`config.mk`:
```
export PLATFORM = sky130hd
export DESIGN_NAME = slot_pool_best_fit_allocator_flat
export DESIGN_NICKNAME = d
export VERILOG_FILES = /design/src/rtl/spbfa_pkg.sv /design/src/rtl/spbfa_channels.sv /design/src/rtl/slot_pool_best_fit_allocator.sv /design/src/flat_wrapper.sv
export SDC_FILE = /design/constraint.sdc
export NUM_CORES = 2
export LEC_CHECK = 0
export CORE_MARGIN = 2
export CORE_UTILIZATION = 51
export DETAILED_ROUTE_END_ITERATION = 10
export DONT_BUFFER_PORTS = 1
export PLACE_DENSITY = 0.66
export SYNTH_ARGS = -nofsm -noshare
export SYNTH_HDL_FRONTEND = slang
export SYNTH_SLANG_ARGS = --single-unit
```
`constraint.sdc`:
```
create_clock -name clock -period 7.5 [get_ports clock]
set_input_delay 0.75 -clock clock [delete_from_list [all_inputs] [get_ports clock]]
set_output_delay 0.75 -clock clock [all_outputs]
set_load 0.02 [all_outputs]
```
`src/rtl/spbfa_pkg.sv`:
```
// ----------------------------------------------------------------------------
// Slot pool allocator package
// Field widths, request and status codes and register map of the allocator.
// ----------------------------------------------------------------------------
package spbfa_pkg;

   localparam int MODE_W       = 2;
   localparam int AMOUNT_W     = 16;
   localparam int SLOT_INDEX_W = 6;
   localparam int COUNT_W      = 7;
   localparam int CFG_SLOTS_W  = 7;
   localparam int CFG_CAP_W    = 16;
   localparam int CSR_DATA_W   = 32;
   localparam int CSR_ADDR_W   = 3;

   typedef enum logic [MODE_W-1:0] {
      MODE_BEST_FIT  = 2'd0,
      MODE_FIRST_FIT = 2'd1,
      MODE_RELEASE   = 2'd2,
      MODE_NOP       = 2'd3
   } mode_type;

   typedef enum logic [1:0] {
      STATUS_OK          = 2'd0,
      STATUS_FULL        = 2'd1,
      STATUS_BAD_REQUEST = 2'd2,
      STATUS_NOT_FOUND   = 2'd3
   } status_type;

   // Register select is the word address bit of paddr.
   localparam logic REG_INITIAL_SLOTS    = 1'b0;
   localparam logic REG_INITIAL_CAPACITY = 1'b1;

   localparam logic [CFG_SLOTS_W-1:0] CFG_SLOTS_RESET = 7'd0;
   localparam logic [CFG_CAP_W-1:0]   CFG_CAP_RESET   = 16'd1;

endpackage

```
`src/rtl/spbfa_channels.sv`:
```
// ----------------------------------------------------------------------------
// Slot pool allocator channels
// Valid/ready request and response interfaces with source and sink modports.
// ----------------------------------------------------------------------------
interface spbfa_req_if
   import spbfa_pkg::*;
();
   logic                    valid;
   logic                    ready;
   mode_type                mode;
   logic [AMOUNT_W-1:0]     amount;
   logic [SLOT_INDEX_W-1:0] slot_index;

   modport source (output valid, output mode, output amount, output slot_index,
                   input ready);
   modport sink   (input valid, input mode, input amount, input slot_index,
                   output ready);
endinterface

interface spbfa_rsp_if
   import spbfa_pkg::*;
();
   logic                    valid;
   logic                    ready;
   logic [SLOT_INDEX_W-1:0] granted_slot;
   logic                    created;
   status_type              status;
   logic [COUNT_W-1:0]      free_slots;
   logic [COUNT_W-1:0]      total_slots;

   modport source (output valid, output granted_slot, output created, output status,
                   output free_slots, output total_slots, input ready);
   modport sink   (input valid, input granted_slot, input created, input status,
                   input free_slots, input total_slots, output ready);
endinterface

```
`src/rtl/slot_pool_best_fit_allocator.sv`:
```
// ----------------------------------------------------------------------------
// Slot pool best-fit allocator
// Hands out slots from a table by best fit or first fit and takes them back.
// ----------------------------------------------------------------------------
// Usage:
//   req_bus carries one request (mode, amount, slot_index); it is taken when
//   valid and ready are high at a clock edge. rsp_bus returns one response per
//   request in order. Writing initial_slots (0x0) or initial_capacity (0x4)
//   on the csr_ port rebuilds the table; csr_pready is always high.
// Sequencing:
//   One request at a time. A scan walks the slot memory one entry per cycle;
//   for best fit each free slot at least as large as the request also runs a
//   serial divider over the full capacity width before the scan moves on.
//   First fit stops at the first free slot that fits; release and rejects
//   skip the scan.
// Rebuild:
//   After a register write the block fills min(initial_slots, MAX_SLOTS)
//   entries, one per cycle, and holds req ready low until the fill is done.
// Reset:
//   Counts clear, registers reset, the table is empty, no response is pending.
//   The slot memory is not cleared; entries beyond the slot count are unread.
// Stall:
//   A response waits in the output register; the next request is still taken
//   and its response waits in the sequencer until the register frees up.
// ----------------------------------------------------------------------------
module slot_pool_best_fit_allocator
   import spbfa_pkg::*;
#(
   parameter int MAX_SLOTS     = 64,
   parameter int CAPACITY_BITS = 16
) (
   input  logic                  clock,
   input  logic                  reset,
   input  logic                  csr_psel,
   input  logic                  csr_penable,
   input  logic                  csr_pwrite,
   input  logic [CSR_ADDR_W-1:0] csr_paddr,
   input  logic [CSR_DATA_W-1:0] csr_pwdata,
   output logic [CSR_DATA_W-1:0] csr_prdata,
   output logic                  csr_pready,
   spbfa_req_if.sink             req_bus,
   spbfa_rsp_if.source           rsp_bus
);

   localparam int SLOT_W = $clog2(MAX_SLOTS);
   localparam int CNT_W  = $clog2(MAX_SLOTS + 1);
   localparam int WORD_W = CAPACITY_BITS + 1;
   localparam int DIV_W  = (CAPACITY_BITS > AMOUNT_W) ? CAPACITY_BITS : AMOUNT_W;
   localparam int WIDE_W = DIV_W + 1;
   localparam int DCNT_W = $clog2(CAPACITY_BITS + 1);
   localparam int IDXC_W = (CNT_W > SLOT_INDEX_W) ? CNT_W : SLOT_INDEX_W;
   localparam int NS_W   = (CNT_W > CFG_SLOTS_W) ? CNT_W : CFG_SLOTS_W;

   localparam logic [WIDE_W-1:0] CAP_MAX_W =
      {{(WIDE_W - CAPACITY_BITS){1'b0}}, {CAPACITY_BITS{1'b1}}};
   localparam logic [DCNT_W-1:0] DIV_LAST  = DCNT_W'(CAPACITY_BITS - 1);
   localparam logic [CNT_W-1:0]  MAX_COUNT = CNT_W'(MAX_SLOTS);

   typedef enum logic [6:0] {
      S_IDLE   = 7'b0000001,
      S_FILL   = 7'b0000010,
      S_EVAL   = 7'b0000100,
      S_DIV    = 7'b0001000,
      S_FINISH = 7'b0010000,
      S_REL    = 7'b0100000,
      S_DONE   = 7'b1000000
   } state_type;

   // Configuration registers
   logic [CFG_SLOTS_W-1:0] cfg_slots_ff;
   logic [CFG_CAP_W-1:0]   cfg_cap_ff;
   logic                   csr_write;

   // Slot memory: {free mark, capacity} per entry
   logic [WORD_W-1:0] slot_mem [MAX_SLOTS];
   logic [WORD_W-1:0] mem_rdata_ff;
   logic              mem_we;
   logic [SLOT_W-1:0] mem_waddr;
   logic [WORD_W-1:0] mem_wdata;
   logic [SLOT_W-1:0] mem_raddr;

   // Control state
   state_type  state_ff, state_in;
   logic [CNT_W-1:0] slot_count_ff, slot_count_in;
   logic [CNT_W-1:0] free_count_ff, free_count_in;
   logic             rsp_valid_ff, rsp_valid_in;

   // Working registers
   mode_type                mode_ff, mode_in;
   logic [AMOUNT_W-1:0]     amount_ff, amount_in;
   logic [SLOT_INDEX_W-1:0] idx_ff, idx_in;
   logic [SLOT_W-1:0]       scan_idx_ff, scan_idx_in;
   logic [CNT_W-1:0]        fill_idx_ff, fill_idx_in;
   logic                    found_ff, found_in;
   logic [CAPACITY_BITS-1:0] best_q_ff, best_q_in;
   logic [SLOT_W-1:0]       pick_ff, pick_in;
   logic [CAPACITY_BITS-1:0] pick_cap_ff, pick_cap_in;
   logic [DIV_W-1:0]        div_rem_ff, div_rem_in;
   logic [CAPACITY_BITS-1:0] div_quot_ff, div_quot_in;
   logic [DCNT_W-1:0]       div_cnt_ff, div_cnt_in;
   logic [SLOT_W-1:0]       res_granted_ff, res_granted_in;
   logic                    res_created_ff, res_created_in;
   status_type              res_status_ff, res_status_in;

   // Output register
   logic [SLOT_INDEX_W-1:0] rsp_granted_ff, rsp_granted_in;
   logic                    rsp_created_ff, rsp_created_in;
   status_type              rsp_status_ff, rsp_status_in;
   logic [COUNT_W-1:0]      rsp_free_ff, rsp_free_in;
   logic [COUNT_W-1:0]      rsp_total_ff, rsp_total_in;

   // Datapath helpers
   logic                     rd_free;
   logic [CAPACITY_BITS-1:0] rd_cap;
   logic                     rd_fits;
   logic                     scan_last;
   logic [SLOT_W-1:0]        scan_next;
   logic [WIDE_W-1:0]        rem_shift;
   logic [WIDE_W-1:0]        rem_sub;
   logic                     div_ge;
   logic [DIV_W-1:0]         div_rem_step;
   logic [CAPACITY_BITS-1:0] div_quot_step;
   logic [WIDE_W-1:0]        app_wide;
   logic [CAPACITY_BITS-1:0] app_cap;
   logic [WIDE_W-1:0]        fill_wide;
   logic [CAPACITY_BITS-1:0] fill_cap;
   logic [CNT_W-1:0]         fill_n;
   logic                     req_idx_ok;

   // ------------------------------------------------------------------------
   // Configuration port: write on the access phase, reads are combinational.
   // ------------------------------------------------------------------------
   assign csr_pready = 1'b1;
   assign csr_write  = csr_psel & csr_penable & csr_pwrite;

   always_ff @(posedge clock) begin
      if (reset) begin
         cfg_slots_ff <= CFG_SLOTS_RESET;
         cfg_cap_ff   <= CFG_CAP_RESET;
      end else if (csr_write) begin
         unique case (csr_paddr[CSR_ADDR_W-1])
            REG_INITIAL_SLOTS:    cfg_slots_ff <= csr_pwdata[CFG_SLOTS_W-1:0];
            REG_INITIAL_CAPACITY: cfg_cap_ff   <= csr_pwdata[CFG_CAP_W-1:0];
            default:              cfg_slots_ff <= cfg_slots_ff;
         endcase
      end
   end

   always_comb begin
      unique case (csr_paddr[CSR_ADDR_W-1])
         REG_INITIAL_SLOTS:    csr_prdata = CSR_DATA_W'(cfg_slots_ff);
         REG_INITIAL_CAPACITY: csr_prdata = CSR_DATA_W'(cfg_cap_ff);
         default:              csr_prdata = '0;
      endcase
   end

   // ------------------------------------------------------------------------
   // Slot memory: one write port, one registered read port.
   // A write always lands before the next read of the
   // same entry, so no forwarding path is needed.
   // ------------------------------------------------------------------------
   always_ff @(posedge clock) begin
      if (mem_we) begin
         slot_mem[mem_waddr] <= mem_wdata;
      end
      mem_rdata_ff <= slot_mem[mem_raddr];
   end

   assign rd_free = mem_rdata_ff[CAPACITY_BITS];
   assign rd_cap  = mem_rdata_ff[CAPACITY_BITS-1:0];
   assign rd_fits = rd_free && (WIDE_W'(rd_cap) >= WIDE_W'(amount_ff));

   // Scan bookkeeping
   assign scan_last = ((CNT_W'(scan_idx_ff) + CNT_W'(1)) == slot_count_ff);
   assign scan_next = scan_idx_ff + SLOT_W'(1);

   // Restoring divider step: one quotient bit per cycle, MSB first.
   assign rem_shift     = {div_rem_ff, div_quot_ff[CAPACITY_BITS-1]};
   assign rem_sub       = rem_shift - WIDE_W'(amount_ff);
   assign div_ge        = (rem_shift >= WIDE_W'(amount_ff));
   assign div_rem_step  = div_ge ? rem_sub[DIV_W-1:0] : rem_shift[DIV_W-1:0];
   assign div_quot_step = {div_quot_ff[CAPACITY_BITS-2:0], div_ge};

   // Appended capacity: the size for best fit, length plus one for first fit,
   // saturated to the capacity width.
   assign app_wide = WIDE_W'(amount_ff)
                   + ((mode_ff == MODE_FIRST_FIT) ? WIDE_W'(1) : WIDE_W'(0));
   assign app_cap  = (app_wide > CAP_MAX_W) ? CAP_MAX_W[CAPACITY_BITS-1:0]
                                            : app_wide[CAPACITY_BITS-1:0];

   // Rebuild values, saturated to the table depth and capacity width.
   assign fill_wide = WIDE_W'(cfg_cap_ff);
   assign fill_cap  = (fill_wide > CAP_MAX_W) ? CAP_MAX_W[CAPACITY_BITS-1:0]
                                              : fill_wide[CAPACITY_BITS-1:0];
   assign fill_n    = (NS_W'(cfg_slots_ff) > NS_W'(MAX_SLOTS)) ? MAX_COUNT
                                                               : CNT_W'(cfg_slots_ff);

   assign req_idx_ok = (IDXC_W'(req_bus.slot_index) < IDXC_W'(slot_count_ff));

   assign req_bus.ready = (state_ff == S_IDLE);

   // ------------------------------------------------------------------------
   // Sequencer
   // ------------------------------------------------------------------------
   always_comb begin
      state_in       = state_ff;
      slot_count_in  = slot_count_ff;
      free_count_in  = free_count_ff;
      mode_in        = mode_ff;
      amount_in      = amount_ff;
      idx_in         = idx_ff;
      scan_idx_in    = scan_idx_ff;
      fill_idx_in    = fill_idx_ff;
      found_in       = found_ff;
      best_q_in      = best_q_ff;
      pick_in        = pick_ff;
      pick_cap_in    = pick_cap_ff;
      div_rem_in     = div_rem_ff;
      div_quot_in    = div_quot_ff;
      div_cnt_in     = div_cnt_ff;
      res_granted_in = res_granted_ff;
      res_created_in = res_created_ff;
      res_status_in  = res_status_ff;
      rsp_granted_in = rsp_granted_ff;
      rsp_created_in = rsp_created_ff;
      rsp_status_in  = rsp_status_ff;
      rsp_free_in    = rsp_free_ff;
      rsp_total_in   = rsp_total_ff;
      rsp_valid_in   = rsp_valid_ff && !rsp_bus.ready;
      // Keep reading the current scan entry so its data stays put while the
      // divider runs.
      mem_raddr      = scan_idx_ff;
      mem_we         = 1'b0;
      mem_waddr      = scan_idx_ff;
      mem_wdata      = '0;

      unique case (state_ff)
         S_IDLE: begin
            if (req_bus.valid) begin
               mode_in        = req_bus.mode;
               amount_in      = req_bus.amount;
               idx_in         = req_bus.slot_index;
               scan_idx_in    = '0;
               found_in       = 1'b0;
               res_granted_in = '0;
               res_created_in = 1'b0;
               res_status_in  = STATUS_OK;
               mem_raddr      = '0;
               unique case (req_bus.mode)
                  MODE_BEST_FIT, MODE_FIRST_FIT: begin
                     if ((req_bus.mode == MODE_BEST_FIT) && (req_bus.amount == '0)) begin
                        res_status_in = STATUS_BAD_REQUEST;
                        state_in      = S_DONE;
                     end else if (slot_count_ff == '0) begin
                        state_in = S_FINISH;
                     end else begin
                        state_in = S_EVAL;
                     end
                  end
                  MODE_RELEASE: begin
                     if (req_idx_ok) begin
                        mem_raddr = SLOT_W'(req_bus.slot_index);
                        state_in  = S_REL;
                     end else begin
                        res_status_in = STATUS_NOT_FOUND;
                        state_in      = S_DONE;
                     end
                  end
                  MODE_NOP: state_in = S_DONE;
                  default:  state_in = S_DONE;
               endcase
            end
         end

         S_EVAL: begin
            if (rd_fits && (mode_ff == MODE_FIRST_FIT)) begin
               found_in    = 1'b1;
               pick_in     = scan_idx_ff;
               pick_cap_in = rd_cap;
               state_in    = S_FINISH;
            end else if (rd_fits) begin
               div_rem_in  = '0;
               div_quot_in = rd_cap;
               div_cnt_in  = '0;
               state_in    = S_DIV;
            end else if (scan_last) begin
               state_in = S_FINISH;
            end else begin
               scan_idx_in = scan_next;
               mem_raddr   = scan_next;
            end
         end

         S_DIV: begin
            div_rem_in  = div_rem_step;
            div_quot_in = div_quot_step;
            div_cnt_in  = div_cnt_ff + DCNT_W'(1);
            if (div_cnt_ff == DIV_LAST) begin
               // Strict compare keeps the lowest index on a tie.
               if (!found_ff || (div_quot_step < best_q_ff)) begin
                  found_in    = 1'b1;
                  best_q_in   = div_quot_step;
                  pick_in     = scan_idx_ff;
                  pick_cap_in = rd_cap;
               end
               if (scan_last) begin
                  state_in = S_FINISH;
               end else begin
                  scan_idx_in = scan_next;
                  mem_raddr   = scan_next;
                  state_in    = S_EVAL;
               end
            end
         end

         S_FINISH: begin
            state_in = S_DONE;
            if (found_ff) begin
               mem_we         = 1'b1;
               mem_waddr      = pick_ff;
               mem_wdata      = {1'b0, pick_cap_ff};
               free_count_in  = free_count_ff - CNT_W'(1);
               res_granted_in = pick_ff;
            end else if (slot_count_ff < MAX_COUNT) begin
               mem_we         = 1'b1;
               mem_waddr      = slot_count_ff[SLOT_W-1:0];
               mem_wdata      = {1'b0, app_cap};
               slot_count_in  = slot_count_ff + CNT_W'(1);
               res_granted_in = slot_count_ff[SLOT_W-1:0];
               res_created_in = 1'b1;
            end else begin
               res_status_in = STATUS_FULL;
            end
         end

         S_REL: begin
            // Keep the capacity, set the free mark; count only a used slot.
            mem_we         = 1'b1;
            mem_waddr      = SLOT_W'(idx_ff);
            mem_wdata      = {1'b1, rd_cap};
            res_granted_in = SLOT_W'(idx_ff);
            if (!rd_free) begin
               free_count_in = free_count_ff + CNT_W'(1);
            end
            state_in = S_DONE;
         end

         S_DONE: begin
            if (!rsp_valid_ff || rsp_bus.ready) begin
               rsp_valid_in   = 1'b1;
               rsp_granted_in = SLOT_INDEX_W'(res_granted_ff);
               rsp_created_in = res_created_ff;
               rsp_status_in  = res_status_ff;
               rsp_free_in    = COUNT_W'(free_count_ff);
               rsp_total_in   = COUNT_W'(slot_count_ff);
               state_in       = S_IDLE;
            end
         end

         S_FILL: begin
            if (fill_idx_ff == fill_n) begin
               slot_count_in = fill_n;
               free_count_in = fill_n;
               state_in      = S_IDLE;
            end else begin
               mem_we      = 1'b1;
               mem_waddr   = fill_idx_ff[SLOT_W-1:0];
               mem_wdata   = {1'b1, fill_cap};
               fill_idx_in = fill_idx_ff + CNT_W'(1);
            end
         end

         default: state_in = S_IDLE;
      endcase

      // A register write restarts the rebuild from the first entry.
      if (csr_write) begin
         state_in    = S_FILL;
         fill_idx_in = '0;
      end
   end

   always_ff @(posedge clock) begin
      if (reset) begin
         state_ff      <= S_IDLE;
         slot_count_ff <= '0;
         free_count_ff <= '0;
         rsp_valid_ff  <= 1'b0;
      end else begin
         state_ff      <= state_in;
         slot_count_ff <= slot_count_in;
         free_count_ff <= free_count_in;
         rsp_valid_ff  <= rsp_valid_in;
      end
   end

   always_ff @(posedge clock) begin
      mode_ff        <= mode_in;
      amount_ff      <= amount_in;
      idx_ff         <= idx_in;
      scan_idx_ff    <= scan_idx_in;
      fill_idx_ff    <= fill_idx_in;
      found_ff       <= found_in;
      best_q_ff      <= best_q_in;
      pick_ff        <= pick_in;
      pick_cap_ff    <= pick_cap_in;
      div_rem_ff     <= div_rem_in;
      div_quot_ff    <= div_quot_in;
      div_cnt_ff     <= div_cnt_in;
      res_granted_ff <= res_granted_in;
      res_created_ff <= res_created_in;
      res_status_ff  <= res_status_in;
      rsp_granted_ff <= rsp_granted_in;
      rsp_created_ff <= rsp_created_in;
      rsp_status_ff  <= rsp_status_in;
      rsp_free_ff    <= rsp_free_in;
      rsp_total_ff   <= rsp_total_in;
   end

   assign rsp_bus.valid        = rsp_valid_ff;
   assign rsp_bus.granted_slot = rsp_granted_ff;
   assign rsp_bus.created      = rsp_created_ff;
   assign rsp_bus.status       = rsp_status_ff;
   assign rsp_bus.free_slots   = rsp_free_ff;
   assign rsp_bus.total_slots  = rsp_total_ff;

endmodule

```
`src/flat_wrapper.sv`:
```
// flat-port wrapper written by rule: the top's interface ports become plain ports
module slot_pool_best_fit_allocator_flat import spbfa_pkg::*;
#(
   parameter int MAX_SLOTS     = 64,
   parameter int CAPACITY_BITS = 16
)
  (clock, reset, csr_psel, csr_penable, csr_pwrite, csr_paddr, csr_pwdata, csr_prdata, csr_pready, req_bus_valid, req_bus_mode, req_bus_amount, req_bus_slot_index, req_bus_ready, rsp_bus_valid, rsp_bus_granted_slot, rsp_bus_created, rsp_bus_status, rsp_bus_free_slots, rsp_bus_total_slots, rsp_bus_ready);
  spbfa_req_if req_bus_i ();
  spbfa_rsp_if rsp_bus_i ();
  input  logic clock;
  input  logic reset;
  input  logic csr_psel;
  input  logic csr_penable;
  input  logic csr_pwrite;
  input  logic [CSR_ADDR_W-1:0] csr_paddr;
  input  logic [CSR_DATA_W-1:0] csr_pwdata;
  output logic [CSR_DATA_W-1:0] csr_prdata;
  output logic csr_pready;
  input wire logic [$bits(req_bus_i.valid)-1:0] req_bus_valid;
  input wire logic [$bits(req_bus_i.mode)-1:0] req_bus_mode;
  input wire logic [$bits(req_bus_i.amount)-1:0] req_bus_amount;
  input wire logic [$bits(req_bus_i.slot_index)-1:0] req_bus_slot_index;
  output wire logic [$bits(req_bus_i.ready)-1:0] req_bus_ready;
  output wire logic [$bits(rsp_bus_i.valid)-1:0] rsp_bus_valid;
  output wire logic [$bits(rsp_bus_i.granted_slot)-1:0] rsp_bus_granted_slot;
  output wire logic [$bits(rsp_bus_i.created)-1:0] rsp_bus_created;
  output wire logic [$bits(rsp_bus_i.status)-1:0] rsp_bus_status;
  output wire logic [$bits(rsp_bus_i.free_slots)-1:0] rsp_bus_free_slots;
  output wire logic [$bits(rsp_bus_i.total_slots)-1:0] rsp_bus_total_slots;
  input wire logic [$bits(rsp_bus_i.ready)-1:0] rsp_bus_ready;
  assign req_bus_i.valid = req_bus_valid;
  assign req_bus_i.mode = req_bus_mode;
  assign req_bus_i.amount = req_bus_amount;
  assign req_bus_i.slot_index = req_bus_slot_index;
  assign req_bus_ready = req_bus_i.ready;
  assign rsp_bus_valid = rsp_bus_i.valid;
  assign rsp_bus_granted_slot = rsp_bus_i.granted_slot;
  assign rsp_bus_created = rsp_bus_i.created;
  assign rsp_bus_status = rsp_bus_i.status;
  assign rsp_bus_free_slots = rsp_bus_i.free_slots;
  assign rsp_bus_total_slots = rsp_bus_i.total_slots;
  assign rsp_bus_i.ready = rsp_bus_ready;
  slot_pool_best_fit_allocator #(.MAX_SLOTS(MAX_SLOTS), .CAPACITY_BITS(CAPACITY_BITS)) u_core (.clock(clock), .reset(reset), .csr_psel(csr_psel), .csr_penable(csr_penable), .csr_pwrite(csr_pwrite), .csr_paddr(csr_paddr), .csr_pwdata(csr_pwdata), .csr_prdata(csr_prdata), .csr_pready(csr_pready), .req_bus(req_bus_i), .rsp_bus(rsp_bus_i));
endmodule
```
# Yosys cells after proc, flatten, opt, wreduce, memory -nomap -nowiden
# Memories as Yosys holds them, arrays and structs flattened. A register that Yosys moved wholly into a read port is not among the register bits.
# Cells that the tools add are included.
[word_totals]
reg_bits = 190
ram_bits = 1088
in_bits = 66
out_inout_bits = 58
wordCells = 209
mem_count = 1
[memory_table]
columns = ["memory", "words", "width", "read_ports", "rd_ports_with_merged_regs", "write_ports", "line_no", "source"]
rows = [
  ["u_core.slot_mem", 64, 17, 1, 1, 1, "slot_pool_best_fit_allocator.sv:75", "logic [WORD_W-1:0] slot_mem [MAX_SLOTS];"],
]
[op_classes]
n_addsub = 9
magnitude_cmp = 8
n_eq_ne = 34
mux = 88
bitwise = 4
n_reduce_logical = 38
[ops]
columns = ["op", "n"]
rows = [
  ["$mux W16", 11],
  ["$mux W7", 15],
  ["$mux W6", 16],
  ["$pmux W16 S2", 3],
  ["$pmux W6 S3", 4],
  ["$pmux W32 S2", 1],
  ["$pmux W17 S3", 1],
  ["$pmux W7 S3", 2],
  ["$pmux W7 S6", 1],
  ["$mux W17", 2],
  ["$add A7 B1 Y7 const B", 3],
  ["$mux W5", 4],
  ["$reduce_and A4 Y1", 5],
  ["$add A16 B17 Y17", 1],
  ["$ge A17 B16 Y1", 1],
  ["$gt A17 B16 Y1 const B", 1],
  ["$ge A16 B16 Y1", 1],
  ["$gt A16 B16 Y1 const B", 1],
  ["$logic_not A16 Y1", 1],
  ["$lt A16 B16 Y1", 1],
  ["$ne A2 B1 Y1 const B", 8],
  ["$sub A16 B16 Y16", 1],
  ["$reduce_and A5 Y1", 3],
  ["$eq A7 B7 Y1", 2],
  ["42 further kinds", 92],
]

# Logic depth before layout (Yosys ltp)
[depth]
depth_word = 8
ltp_mapped = 19
mapped_depth_nobuf = 14

# Least setup slack after synthesis
# Ideal clock, no wire load.
[synth_timing]
path_type = "register to register"
start = "register u_core.state_ff[0]"
end = "memory u_core.slot_mem[42][0] in the netlist's numbering, enable pin"
setup_ns = 0.391
arrival_ns = 5.385
required_ns = 7.109
path_slack_ns = 1.725
stages_incl_launch_ff = 12
n_path_buf = 3
synth_period_minus_slack_ns = 5.775
path_cell_list = "dfxtp_1 > clkbuf_1 > or3_1 > nor3_1 > nand3b_1 > o21ai_0 > a21o_1 > clkbuf_1 > and3_1 > nand2b_1 > clkbuf_1 > nor2_1"
[synth_between]
elab_chain_len = 4
word_cells_on_any_way = 7
classes_between = "3 x eq/ne; 4 x mux"
[synth_rtl]
columns = ["item", "line_no", "source"]
rows = [
  ["start, declared", "slot_pool_best_fit_allocator.sv:83", "state_type state_ff, state_in;"],
  ["start signal, assigned", "slot_pool_best_fit_allocator.sv:390", "state_ff <= state_in;"],
  ["$eq A7 B2 Y1 (tied with other cells)", "slot_pool_best_fit_allocator.sv:237", "unique case (state_ff)"],
  ["$pmux W1 S3", "slot_pool_best_fit_allocator.sv:237", ""],
  ["$mux W1", "slot_pool_best_fit_allocator.sv:163", "if (mem_we) begin"],
  ["$mux W1 (implied by the code)", "slot_pool_best_fit_allocator.sv:164", "slot_mem[mem_waddr] <= mem_wdata;"],
  ["end, declared", "slot_pool_best_fit_allocator.sv:75", ""],
]
# Several ways; a longest one is shown, not always the timed one.

# Final worst setup path
[layout_timing]
start = "register u_core.mem_rdata_ff[4] (read register of u_core.slot_mem)"
end = "register u_core.mem_rdata_ff[12] (read register of u_core.slot_mem)"
[layout_between]
elab_chain_len = 5
word_cells_on_any_way = 6
classes_between = "1 x order compare; 3 x mux; 2 x reduce/logical"
[layout_rtl]
columns = ["item", "line_no", "source"]
rows = [
  ["start, declared", "slot_pool_best_fit_allocator.sv:76", "logic [WORD_W-1:0] mem_rdata_ff;"],
  ["$ge A16 B16 Y1 (*)", "slot_pool_best_fit_allocator.sv:171", "assign rd_fits = rd_free && (WIDE_W'(rd_cap) >= WIDE_W'(amount_ff));"],
  ["$logic_and A1 B1 Y1 (*)", "slot_pool_best_fit_allocator.sv:171", ""],
  ["$mux W6 or $logic_and A1 B1 Y1 (tied branches)", "n/a", ""],
  ["$mux W6 (*)", "slot_pool_best_fit_allocator.sv:276", "if (rd_fits && (mode_ff == MODE_FIRST_FIT)) begin"],
  ["$pmux W6 S3 (*)", "slot_pool_best_fit_allocator.sv:237", ""],
]
# Mark *: on every way between the ends. The rest lies on a longest branch, timed or not.
# A chain may end at the register's enable or synchronous reset.

==> results.cfg <==
[timing]
max_slew_margin_pct = 18.64
finClkSkew_ns = 0.02594
tightest_slew_ns = 1.220
tns_ns = 0
max_freq_mhz = 167.3
post-route-period-util_pct = 79.68
hold_viol = 0
period_minus_slack_ns = 5.976
slew_viol_final = 0
rsz0062_at_grt = false
setup_violations = 0

[logic_synthesis]
syn_area_mm2 = 0.05454
ys_seq_area_share_pct = 70.03
netlist_instances = 3664
yosysTopAreaCell = edfxtp_1
ys_types = 80
synth_seq_cells = 1295
synth_top_cell_area_share_pct = 67.50
ys_top_cells_by_area = edfxtp_1, mux2i_1, dfxtp_1, nand2_1, a21oi_1
synth_xor_area_share_pct = 0.7226
synthArstFlopShare_pct = 0
synth.most_common_cell = edfxtp_1
synth_top_family_by_area = multiplexers
synth-simple-area-share_pct = 6.989
synth-compound-area-share_pct = 6.554
yosysWarningCount = 0
syn_avg_cell_area_um2 = 14.89
yosys_most_used_dff = edfxtp_1
ys_top_cells_by_count = edfxtp_1, mux2i_1, nand2_1
synth-edff-count = 1226
synthMuxAreaShare_pct = 11.80
synth_fa_ha_area_share_pct = 1.564

[routing]
drc = 0
drt_wl_total_um = 128700
routedWlPerCell_um = 24.62
drt-pass1-iter-count = 6
ant_nets = 0
vias = 31250
vias_per_cell = 5.977
drt-initial-drc-count = 3039

[pwr]
p_clk_share_pct = 38.2
power.density_mw_per_mm2 = 281.1
netSwitchingPower_mw = 4.426
sw_frac_of_total_pct = 25.93
worst_ir_drop_vdd_v = 0.0002537
p_int_mw = 12.64
leakage_nw = 20.24
combPwrFrac_pct = 14.0
power_frac_seq_pct = 47.8

[final_layout]
fin_area_mm2 = 0.06072
finish.net_count = 3865
drive_above_1_share_pct = 9.802
area_growth_pct = 11.33

[global_routing]
grtUsageMet1_pct = 33.97
grt-busiest-layer = met2
grt_pass1_wl_um = 189900
antenna_found_initial = 8
grt_start_max_net_pins = 165
use_met3_pct = 4.187
grt.total_usage_pct = 23.46
overflow = 0
grt.met2_usage_pct = 36.12
grt_pass1_vias = 29880

[clocking]
cts_tree = done
hold_buffers = 0
post_cts_resized = 0
h-tree-depth = 4
numCtsBuffers = 135
path_clk_slew_ns = 0.06
post-cts-setup-buffers = 0
clockBufferDepth = 3
root_buffer = clkbuf_16
clk_latency_ns = 0.75
cts_sinks = 1295

[job]
maxCapViolCount = 0

[worst_setup_path]
max_stage_delay_ns = 0.86
critPathMaxFanout = 39
worst_setup_path_end_kind = flop
path_buf_inv = 1
cpMaxStageDelayCell = and3_4
required_ns = 8.12
cp_top_family = simple AND/OR/NAND/NOR gates
crit_type = reg -> reg
arrival_ns = 6.60
start_kind = flop
worstPathCellList = ha_1, a21o_1, a21oi_1, o21ai_0, a31oi_1, a21oi_2, o21ai_1, and3_4, buf_4, mux2i_1, o22ai_1, or4_1, nor4_1

[min_path]
hold_path_class = in -> reg

[floorplan]
dieArea_mm2 = 0.1096
die_w_um = 331.0
core_region_area_mm2 = 0.1057
initial_utilization_pct = 51.60
core.rowCount = 119
io_pins = 124
die_h_um = 331.0

[place]
dp_hpwl_um = 78530
post_dp_cell_area_mm2 = 0.05641
gp_congestion = 0.8900
numPortBuffers = 0

[outcome]
outcome = completed
[metrics by stage]
step                      util [%]  hold WS [ns]  power, mW  std cells  setup slack, ns
after CTS                    57.44       0.02305      17.15       5227            1.573
final                        57.44       0.07238      17.07       5228            1.524
after detailed placement     53.36        0.4045      10.67       4986            1.609
after floorplan                  -        0.4003      10.02       3679            1.725
after global placement       53.36        0.4045      10.64       4986            1.670
after global routing         57.44       0.03941      17.64       5227            1.306
[cells by family after synthesis]
kind of cell | Yosys count
XOR/XNOR | 45
multiplexers | 642
AND/OR/NAND/NOR | 778
buffers and inverters | 268
adder cells (fa/ha/maj) | 67
other | 2
flip-flops | 1295
AO/OA/AOI/OAI | 567
[path summary, 6_finish.rpt]
check | end | depth (start not counted) | start | slack, ns
max reg2reg | u_core.mem_rdata_ff[12] | 13 | u_core.mem_rdata_ff[4] | 1.52
max | u_core.mem_rdata_ff[12] | 13 | u_core.mem_rdata_ff[4] | 1.52
min | u_core.free_count_ff[3] | 1 | reset | 0.07
min reg2reg | u_core.rsp_bus.granted_slot[3] | 0 | u_core.res_granted_ff[3] | 0.42
[state kept, by name, summed over array words and instances, names as in the netlist, 16 cells and up]
| name | cells |
|---|---|
| u_core.amount_ff | 16 |
| u_core.best_q_ff | 16 |
| u_core.cfg_cap_ff | 16 |
| u_core.slot_mem | 1088 |
| u_core.pick_cap_ff | 16 |
| u_core.mem_rdata_ff | 17 |
| u_core.div_quot_ff | 16 |
| u_core.div_rem_ff | 16 |
[layer usage]
| layer | share of wire, % | wire length, um |
|---|---|---|
| met5 | 0 | 0 |
| met4 | 2.9 | 3713 |
| met3 | 7.0 | 9057 |
| met2 | 45 | 58530 |
| met1 | 45 | 57410 |
[power groups by stage]
stage	clock network, mW	registers, mW	logic, mW
floorplan	0	8.19	1.82
global placement	0	8.29	2.35
detailed placement	0	8.30	2.38
CTS	6.62	8.14	2.38
global route	6.91	8.15	2.57
finish	6.52	8.15	2.39
[layout make-up]
class                      count  area (um^2)
tap                         1391         1740
clock buffer                 162         3520
sequential                  1295        38200
fill                        8075        44990
timing repair buffer         123        960.9
multi-input combinational   2116        15280
clock inverter                79        795.8
antenna                        1        2.502
inverter                      61        229.0
[placed cells by master (no fill, tap or decap), drive strengths merged, types with 8 or more instances in the layout]
cell type  instances
a21o              17
nand2b            18
a211oi            81
a21oi            206
nor3              18
conb              17
bufinv            11
a221oi             8
and3              22
xor2              12
mux2i            635
nand3             25
and2              15
dfxtp             69
xnor2             33
nor2             154
nand4             32
clkbuf           162
a222oi            15
or4               38
inv               72
o21ai             66
ha                65
clkinv            53
edfxtp          1226
buf              123
o22ai            103
o21a              11
nor2b             82
nand2            320
nor4              27
Power figures use the tool's default switching activity.
